### src/design/lmsanc_pkg.sv
// shared constants for the lms adaptive noise canceller
`timescale 1ns / 1ps
`default_nettype none

package lmsanc_pkg;

  localparam int TAPS_DEF    = 32;
  localparam int SAMPLE_W    = 16;
  localparam int STEP_W      = 15;
  localparam int ACC_W       = 32;
  localparam int Q_BITS      = 15;
  localparam int Q_HALF      = 1 << (Q_BITS - 1);
  localparam int MUL_A_W     = ACC_W;
  localparam int MUL_B_W     = SAMPLE_W + 1;
  localparam int PROD_W      = MUL_A_W + MUL_B_W;
  localparam logic [STEP_W-1:0] STEP_RESET = STEP_W'(16);

endpackage

`default_nettype wire

### src/design/lms_adaptive_noise_canceller_core.sv
// top level of the lms adaptive noise canceller: sequencer, sample and weight memories
`timescale 1ns / 1ps
`default_nettype none

// the error transfer is offered after the dot-product pass, and a new input item is taken only
//   once the weight update pass of the last one is done; one shared 32x17 multiplier does the
//   TAPS dot-product products, the step scaling and the TAPS weight updates in turn, and a held
//   result adds its stall cycles before the step scaling
// reset (rst_n low, synchronous): delay lines and weights read as zero through valid bits,
//   step size back to 16, no result pending; no clearing pass is needed

module lms_adaptive_noise_canceller_core
  import lmsanc_pkg::*;
#(
  parameter int TAPS = TAPS_DEF
) (
  input  wire                 clk,
  input  wire                 rst_n,
  // input channel
  input  wire                 in_tvalid,
  output logic                in_tready,
  input  wire  [31:0]         in_tdata,    // [15:0] desired_sample, [31:16] reference_sample
  // result channel
  output logic                out_tvalid,
  input  wire                 out_tready,
  output logic [31:0]         out_tdata,   // [31:0] error_sample
  // step size register
  input  wire                 cfg_wr_en,
  input  wire  [STEP_W-1:0]   cfg_wr_data
);

  localparam int AW = $clog2(TAPS);
  localparam int CW = $clog2(TAPS + 1);

  // sequencer states
  typedef enum logic [5:0] {
    S_IDLE  = 6'b000001,
    S_MAC   = 6'b000010,
    S_ERR   = 6'b000100,
    S_SCL   = 6'b001000,
    S_SWAIT = 6'b010000,
    S_UPD   = 6'b100000
  } state_t;

  state_t state_r, state_nxt;

  // sample and weight storage
  logic [SAMPLE_W-1:0] des_mem [TAPS];
  logic [SAMPLE_W-1:0] ref_mem [TAPS];
  logic [ACC_W-1:0]    w_mem   [TAPS];
  logic [TAPS-1:0]     line_vld_r;
  logic [TAPS-1:0]     w_vld_r;

  logic [AW-1:0]       ptr_r;        // slot for the next sample; after a write, the oldest
  logic [AW-1:0]       ptr_inc;
  logic [AW-1:0]       ra_r;         // reference slot of the tap being read
  logic [AW-1:0]       widx_r;       // weight index of the tap being read
  logic [CW-1:0]       iss_cnt_r;    // taps issued in this pass
  logic [AW-1:0]       res_cnt_r;    // products returned in this pass

  logic [SAMPLE_W-1:0] ref_q_r;
  logic                ref_ok_r;
  logic [ACC_W-1:0]    w_q_r;
  logic                w_ok_r;
  logic [SAMPLE_W-1:0] des_q_r;
  logic                des_ok_r;
  logic                rd_vld_r;

  logic [ACC_W-1:0]    acc_r;
  logic [ACC_W-1:0]    err_r;
  logic [ACC_W-1:0]    scaled_r;
  logic [ACC_W-1:0]    w_d1_r;
  logic [ACC_W-1:0]    w_d2_r;
  logic [STEP_W-1:0]   step_r;
  logic                out_vld_r;
  logic [ACC_W-1:0]    out_data_r;

  logic                in_xfer;
  logic                issuing;
  logic                pass_last;
  logic                err_load;
  logic [SAMPLE_W-1:0] ref_val;
  logic [ACC_W-1:0]    w_val;
  logic [ACC_W-1:0]    des_val;

  // shared multiplier port
  logic                mul_in_vld;
  logic [MUL_A_W-1:0]  mul_a;
  logic [MUL_B_W-1:0]  mul_b;
  logic                mul_out_vld;
  logic [ACC_W-1:0]    mul_q;

  assign in_tready = (state_r == S_IDLE);
  assign in_xfer   = in_tvalid && in_tready;
  assign ptr_inc   = (ptr_r == AW'(TAPS - 1)) ? '0 : ptr_r + 1'b1;

  // one tap read per cycle in either pass until all TAPS are issued
  assign issuing   = ((state_r == S_MAC) || (state_r == S_UPD)) && (iss_cnt_r != CW'(TAPS));
  assign pass_last = mul_out_vld && (res_cnt_r == AW'(TAPS - 1));
  assign err_load  = (state_r == S_ERR) && (!out_vld_r || out_tready);

  // entries never written since reset read as zero
  assign ref_val = ref_ok_r ? ref_q_r : '0;
  assign w_val   = w_ok_r ? w_q_r : '0;
  assign des_val = des_ok_r ? {{(ACC_W-SAMPLE_W){des_q_r[SAMPLE_W-1]}}, des_q_r} : '0;

  // operand select: error times doubled step, or weight / scaled error times reference
  always_comb begin
    mul_in_vld = rd_vld_r;
    mul_a      = (state_r == S_UPD) ? scaled_r : w_val;
    mul_b      = {ref_val[SAMPLE_W-1], ref_val};
    if (state_r == S_SCL) begin
      mul_in_vld = 1'b1;
      mul_a      = err_r;
      mul_b      = {1'b0, step_r, 1'b0};
    end
  end

  lmsanc_q15mul u_mul (
    .clk       (clk),
    .rst_n     (rst_n),
    .op_valid  (mul_in_vld),
    .op_a      (mul_a),
    .op_b      (mul_b),
    .res_valid (mul_out_vld),
    .res_q     (mul_q)
  );

  // sequencer
  always_comb begin
    state_nxt = state_r;
    unique case (state_r)
      S_IDLE:  if (in_xfer) state_nxt = S_MAC;
      S_MAC:   if (pass_last) state_nxt = S_ERR;
      S_ERR:   if (err_load) state_nxt = S_SCL;
      S_SCL:   state_nxt = S_SWAIT;
      S_SWAIT: if (mul_out_vld) state_nxt = S_UPD;
      S_UPD:   if (pass_last) state_nxt = S_IDLE;
      default: state_nxt = S_IDLE;
    endcase
  end

  // memories: one write and registered reads per cycle
  always_ff @(posedge clk) begin
    if (in_xfer) begin
      des_mem[ptr_r] <= in_tdata[15:0];
      ref_mem[ptr_r] <= in_tdata[31:16];
    end
    if ((state_r == S_UPD) && mul_out_vld) begin
      w_mem[res_cnt_r] <= w_d2_r + mul_q;
    end
    ref_q_r  <= ref_mem[ra_r];
    ref_ok_r <= line_vld_r[ra_r];
    w_q_r    <= w_mem[widx_r];
    w_ok_r   <= w_vld_r[widx_r];
    des_q_r  <= des_mem[ptr_r];
    des_ok_r <= line_vld_r[ptr_r];
  end

  // datapath registers
  always_ff @(posedge clk) begin
    w_d1_r <= w_val;
    w_d2_r <= w_d1_r;
    if (in_xfer) begin
      acc_r <= '0;
    end else if ((state_r == S_MAC) && mul_out_vld) begin
      acc_r <= acc_r + mul_q;
    end
    if (err_load) begin
      err_r      <= des_val - acc_r;
      out_data_r <= des_val - acc_r;
    end
    if ((state_r == S_SWAIT) && mul_out_vld) begin
      scaled_r <= mul_q;
    end
  end

  // control registers
  always_ff @(posedge clk) begin
    if (!rst_n) begin
      state_r    <= S_IDLE;
      line_vld_r <= '0;
      w_vld_r    <= '0;
      ptr_r      <= '0;
      ra_r       <= '0;
      widx_r     <= '0;
      iss_cnt_r  <= '0;
      res_cnt_r  <= '0;
      rd_vld_r   <= 1'b0;
      out_vld_r  <= 1'b0;
      step_r     <= STEP_RESET;
    end else begin
      state_r  <= state_nxt;
      rd_vld_r <= issuing;
      if (cfg_wr_en) begin
        step_r <= cfg_wr_data;
      end
      if (in_xfer) begin
        line_vld_r[ptr_r] <= 1'b1;
        ptr_r             <= ptr_inc;
        ra_r              <= ptr_inc;   // tap 0 is the oldest sample
        widx_r            <= '0;
        iss_cnt_r         <= '0;
        res_cnt_r         <= '0;
      end
      if (issuing) begin
        ra_r      <= (ra_r == AW'(TAPS - 1)) ? '0 : ra_r + 1'b1;
        widx_r    <= (widx_r == AW'(TAPS - 1)) ? '0 : widx_r + 1'b1;
        iss_cnt_r <= iss_cnt_r + 1'b1;
      end
      if (((state_r == S_MAC) || (state_r == S_UPD)) && mul_out_vld) begin
        res_cnt_r <= pass_last ? '0 : res_cnt_r + 1'b1;
      end
      if ((state_r == S_UPD) && mul_out_vld) begin
        w_vld_r[res_cnt_r] <= 1'b1;
      end
      if ((state_r == S_SWAIT) && mul_out_vld) begin
        iss_cnt_r <= '0;
      end
      if (err_load) begin
        out_vld_r <= 1'b1;
      end else if (out_tready) begin
        out_vld_r <= 1'b0;
      end
    end
  end

  assign out_tvalid = out_vld_r;
  assign out_tdata  = out_data_r;

  // multiplier results only come back while a pass or the step scaling waits for them
  a_mul_phase: assert property (@(posedge clk) disable iff (!rst_n)
    mul_out_vld |-> ((state_r == S_MAC) || (state_r == S_SWAIT) || (state_r == S_UPD)))
    else $error("multiplier result outside a pass");

  // never more taps issued than exist
  a_iss_bound: assert property (@(posedge clk) disable iff (!rst_n)
    iss_cnt_r <= CW'(TAPS))
    else $error("tap issue count overrun");

  // an accepted item blocks the input until its work is done
  a_busy: assert property (@(posedge clk) disable iff (!rst_n)
    in_xfer |=> !in_tready)
    else $error("input accepted while busy");

  // the error is loaded only when the output register is free or draining
  a_out_free: assert property (@(posedge clk) disable iff (!rst_n)
    err_load |-> (!out_vld_r || out_tready))
    else $error("result overwritten before transfer");

endmodule

`default_nettype wire

### src/design/lmsanc_q15mul.sv
// shared rounded q15 multiplier, two register stages
`timescale 1ns / 1ps
`default_nettype none

module lmsanc_q15mul
  import lmsanc_pkg::*;
(
  input  wire                        clk,
  input  wire                        rst_n,
  input  wire                        op_valid,
  input  wire  signed [MUL_A_W-1:0]  op_a,
  input  wire  signed [MUL_B_W-1:0]  op_b,
  output logic                       res_valid,
  output logic        [ACC_W-1:0]    res_q
);

  logic signed [PROD_W-1:0] prod_nxt;
  logic signed [PROD_W-1:0] prod_r;
  logic        [PROD_W-1:0] rnd_sum;
  logic                     prod_vld_r;
  logic        [ACC_W-1:0]  q_r;
  logic                     q_vld_r;

  // full signed product
  assign prod_nxt = op_a * op_b;

  // add one half lsb, arithmetic shift by q bits, keep the low word
  assign rnd_sum = prod_r + PROD_W'(Q_HALF);

  always_ff @(posedge clk) begin
    prod_r <= prod_nxt;
    q_r    <= rnd_sum[Q_BITS+ACC_W-1:Q_BITS];
    if (!rst_n) begin
      prod_vld_r <= 1'b0;
      q_vld_r    <= 1'b0;
    end else begin
      prod_vld_r <= op_valid;
      q_vld_r    <= prod_vld_r;
    end
  end

  assign res_valid = q_vld_r;
  assign res_q     = q_r;

endmodule

`default_nettype wire
### config.mk
export PLATFORM = sky130hd
export DESIGN_NAME = lms_adaptive_noise_canceller_core
export DESIGN_NICKNAME = d
export VERILOG_FILES = /design/src/design/lmsanc_pkg.sv /design/src/design/lms_adaptive_noise_canceller_core.sv /design/src/design/lmsanc_q15mul.sv
export SDC_FILE = /design/constraint.sdc
export NUM_CORES = 2
export LEC_CHECK = 0
export BUFFER_PORTS_ARGS = -buffer_cell sky130_fd_sc_hd__buf_2
export CAP_MARGIN = 10
export CORE_ASPECT_RATIO = 1.75
export CORE_UTILIZATION = 50
export DETAILED_ROUTE_END_ITERATION = 7
export GPL_TIMING_DRIVEN = 0
export PLACE_DENSITY = 0.64
export SETUP_SLACK_MARGIN = 0.3
export SLEW_MARGIN = 15
export SYNTH_ARGS = -nofsm -noshare
export SYNTH_HDL_FRONTEND = slang
export SYNTH_SLANG_ARGS = --single-unit
export TNS_END_PERCENT = 20
### constraint.sdc
create_clock -name clk -period 10.65 [get_ports clk]
set_input_delay 1.5975 -clock clk [delete_from_list [all_inputs] [get_ports clk]]
set_output_delay 1.5975 -clock clk [all_outputs]
set_load 0.03 [all_outputs]
==> results.yml <==
place:
  portBuffers: 83
  gp_congestion: 0.9823
  hpwl_um: 254400
  place_worst_setup_slack_ns: -0.5080
  place_inst: 9905
die:
  start_util: 0.5028
  die_area_um2: 227100
  fp-row-count: 230
  io_pins: 86
  die_y_um: 629.7
  dieWidth_um: 360.7
  core-area_um2: 223900
timing:
  tightest_slew_ns: 1.376
  fmax_ghz: 0.09910
  final.period_utilization: 0.9475
  holdWs_ns: 0.2961
  relSlewSlack: 0.08296
  final.setup.tns_ns: 0
  hold_violations: 0
  skew_ns: 0.1469
  rsz0062_at_grt: "no"
  period_needed_ns: 10.09
  slew_violations: 0
  timing.final.ws_setup_ns: 0.5593
  finalSetupViolations: 0
critical_path:
  critPathKind: "reg2reg"
  reg2regPathDepth: 27
  cp-end-kind: "flop"
  cp_max_fo: 10
  slowest_delay_ns: 0.64
  rrSetupSlack_ns: 0.56
  critPathRequiredTime_ns: 11.34
  startpoint: "state_r[5]"
  regToRegStartpoint: "state_r[5]"
  crit_top_cell: "fa_1"
  cp_slowest_cell: "nor2_2"
  cp_data_arrival_time_ns: 10.78
  rr_endpoint: "u_mul.prod_r[46]"
  cp-start-kind: "flop"
detailed_routing:
  drtIter0Drc: 6165
  dr_total_vias: 63410
  wl_per_cell_um: 33.62
  viasPerCell: 6.144
  antenna_left: 0
  drt-pass1-iter-count: 8
  totalWireLength_um: 347000
  route.detailed.drc: 0
synthesis:
  ys_seq_area_frac: 0.6243
  netlist_instances: 6764
  async_flop_share: 0
  avgSynthCellArea_um2: 16.64
  synth_top_area_share: 0.5634
  synth_flop_cell: "edfxtp_1"
  synth_seq_cells: 2455
  synth_nets: 7543
  yosysMostFrequentCell: "edfxtp_1"
  synth.area.top_cells: "edfxtp_1 (56%), mux4_2 (13%), fa_1 (9.1%), dfxtp_1 (6.1%), ha_1 (2.4%)"
  synthesis.area_um2: 112600
  synth_warnings: 0
  synth-edff-count: 2112
  yosys.area.top_type: "edfxtp_1"
  ys_top_cells_by_count: "edfxtp_1 (2112), mux4_2 (636), inv_1 (578), fa_1 (509), nor2_1 (476)"
  synth_cell_types: 75
cts:
  cts_setup_buffers: 0
  cts_hold_buf: 0
  clk_latency_ns: 0.91
  numClockSinks: 2455
  htree_levels: 4
  cts-root-buf: "clkbuf_16"
  cts-buffers-inserted: 215
  cts_resized: 24
  cts_tree: "done"
  path_clk_slew_ns: 0.07
  clock_path_buffers: 4
grt:
  antenna_found_initial: 21
  gr-total-overflow: 0
  grt_usage: 0.3081
  grt_pass1_wl_um: 487600
  first_global_vias: 66780
  grt_max_degree: 33
finish:
  final_layout_size_suffix_gt1_frac: 0.1988
  area_growth_pct: 13.80
  final_cell_count_no_fill: 10320
  final_nets: 8001
min_path:
  hp-class: "reg2reg"
  hold_start: "w_d1_r[8]"
  holdPathEnd: "w_d2_r[8]"
  hold_depth: 0
power:
  vdd_drop_max_v: 0.0002118
  power_density_nw_per_um2: 173.5
  p_leak_nw: 44.82
run_status:
  status: "completed"
flow_run:
  maxCapViolCount: 0
how the worst max path moves through the flow:
stage,to,slack (ns)
final,u_mul.prod_r[46],0.56
after global routing,u_mul.prod_r[46],0.30
after CTS,u_mul.prod_r[46],0.25
after detailed placement,u_mul.prod_r[32],-0.51
after global placement,u_mul.prod_r[32],-1.04
after floorplan,u_mul.prod_r[46],2.70
cell type report:
type | count | area [µm²]
antenna | 24 | 60.06
sequential | 2455 | 70290
multi-input combinational | 3443 | 40030
fill | 17100 | 95780
tap | 2900 | 3628
clock inverter | 110 | 1368
timing repair buffer | 241 | 3580
buffer | 288 | 1170
inverter | 578 | 2170
clock buffer | 281 | 5819
critical path: cells and delay by family (launching register included):
family	cells	cell delay (ns)
buffers and inverters	5	1.21
XOR/XNOR	1	0.21
AO/OA/AOI/OAI	8	2.41
flip-flops	1	0.40
AND/OR/NAND/NOR	6	2.33
adder cells (fa/ha/maj)	7	3.33
metal layers:
layer / share of wire / wire length (µm) / global-route usage / up-vias
li1: - / - / - / 26110
met1: 0.33 / 114300 / 0.3390 / 33320
met2: 0.51 / 178100 / 0.5353 / 2959
met3: 0.067 / 23390 / 0.05173 / 1012
met4: 0.090 / 31110 / 0.2279 / 12
met5: 0.00020 / 68 / 0 / -
power breakdown:
group          switching [mW]  internal [mW]  leakage (nW)
logic                    1.99           1.18          19.1
registers               0.164           10.9          22.2
clock network            3.54           4.50          3.49
total                    5.69           16.5          44.8
through the flow:
step,power (mW),instance area [µm²],util
CTS,22.31,127900,0.5712
floorplan,13.05,112600,-
global placement,14.24,116600,0.5209
finish,22.22,128100,0.5722
detailed placement,14.37,120600,0.5386
global route,22.83,128100,0.5722
cells in the final DEF, fill, tap and decap left out, types with 23 or more instances in the layout:
master | synthesis | routed
nand3_1 | 64 | 64
xor2_1 | 35 | 30
diode_2 | 0 | 24
clkinv_1 | 0 | 23
buf_6 | 1 | 26
fa_1 | 509 | 509
bufinv_16 | 0 | 26
a21o_1 | 85 | 85
clkbuf_16 | 0 | 216
and3_1 | 30 | 30
nor2_4 | 0 | 64
mux2_2 | 50 | 50
dfxtp_1 | 343 | 343
mux2i_1 | 47 | 27
edfxtp_1 | 2112 | 2112
nand4_1 | 26 | 26
a22oi_1 | 70 | 70
buf_12 | 0 | 90
and2_1 | 69 | 69
inv_1 | 578 | 579
buf_16 | 0 | 36
clkbuf_1 | 208 | 232
buf_1 | 79 | 43
nor2_1 | 476 | 410
xnor2_1 | 108 | 90
clkinv_2 | 0 | 25
o21a_1 | 92 | 92
ha_1 | 218 | 218
o21ai_0 | 64 | 62
buf_2 | 0 | 109
a21oi_1 | 158 | 140
nor2b_1 | 52 | 51
nand2_1 | 413 | 413
clkbuf_2 | 0 | 33
nor3_1 | 38 | 36
mux4_2 | 636 | 636
logic make-up after synthesis:
group | share of synthesized area
mux | 0.1364
flops | 0.6243
simple gates | 0.05034
buf+inv | 0.02894
fa+ha+maj | 0.1147
xor+xnor | 0.01113
compound gates | 0.03410
sequential cells by signal, indices dropped and copies added, names as in the netlist, 6 cells and up:
| register | cells |
|---|---|
| step_r | 15 |
| w_d1_r | 32 |
| w_d2_r | 32 |
| u_mul.res_q | 32 |
| out_tdata | 32 |
| w_vld_r | 32 |
| ref_q_r | 16 |
| des_mem | 512 |
| iss_cnt_r | 6 |
| scaled_r | 32 |
| w_q_r | 32 |
| acc_r | 32 |
| state_r | 6 |
| line_vld_r | 32 |
| ref_mem | 512 |
| u_mul.prod_r | 33 |
| w_mem | 1024 |
| des_q_r | 16 |
No activity file was read; power rests on OpenSTA's default activity.
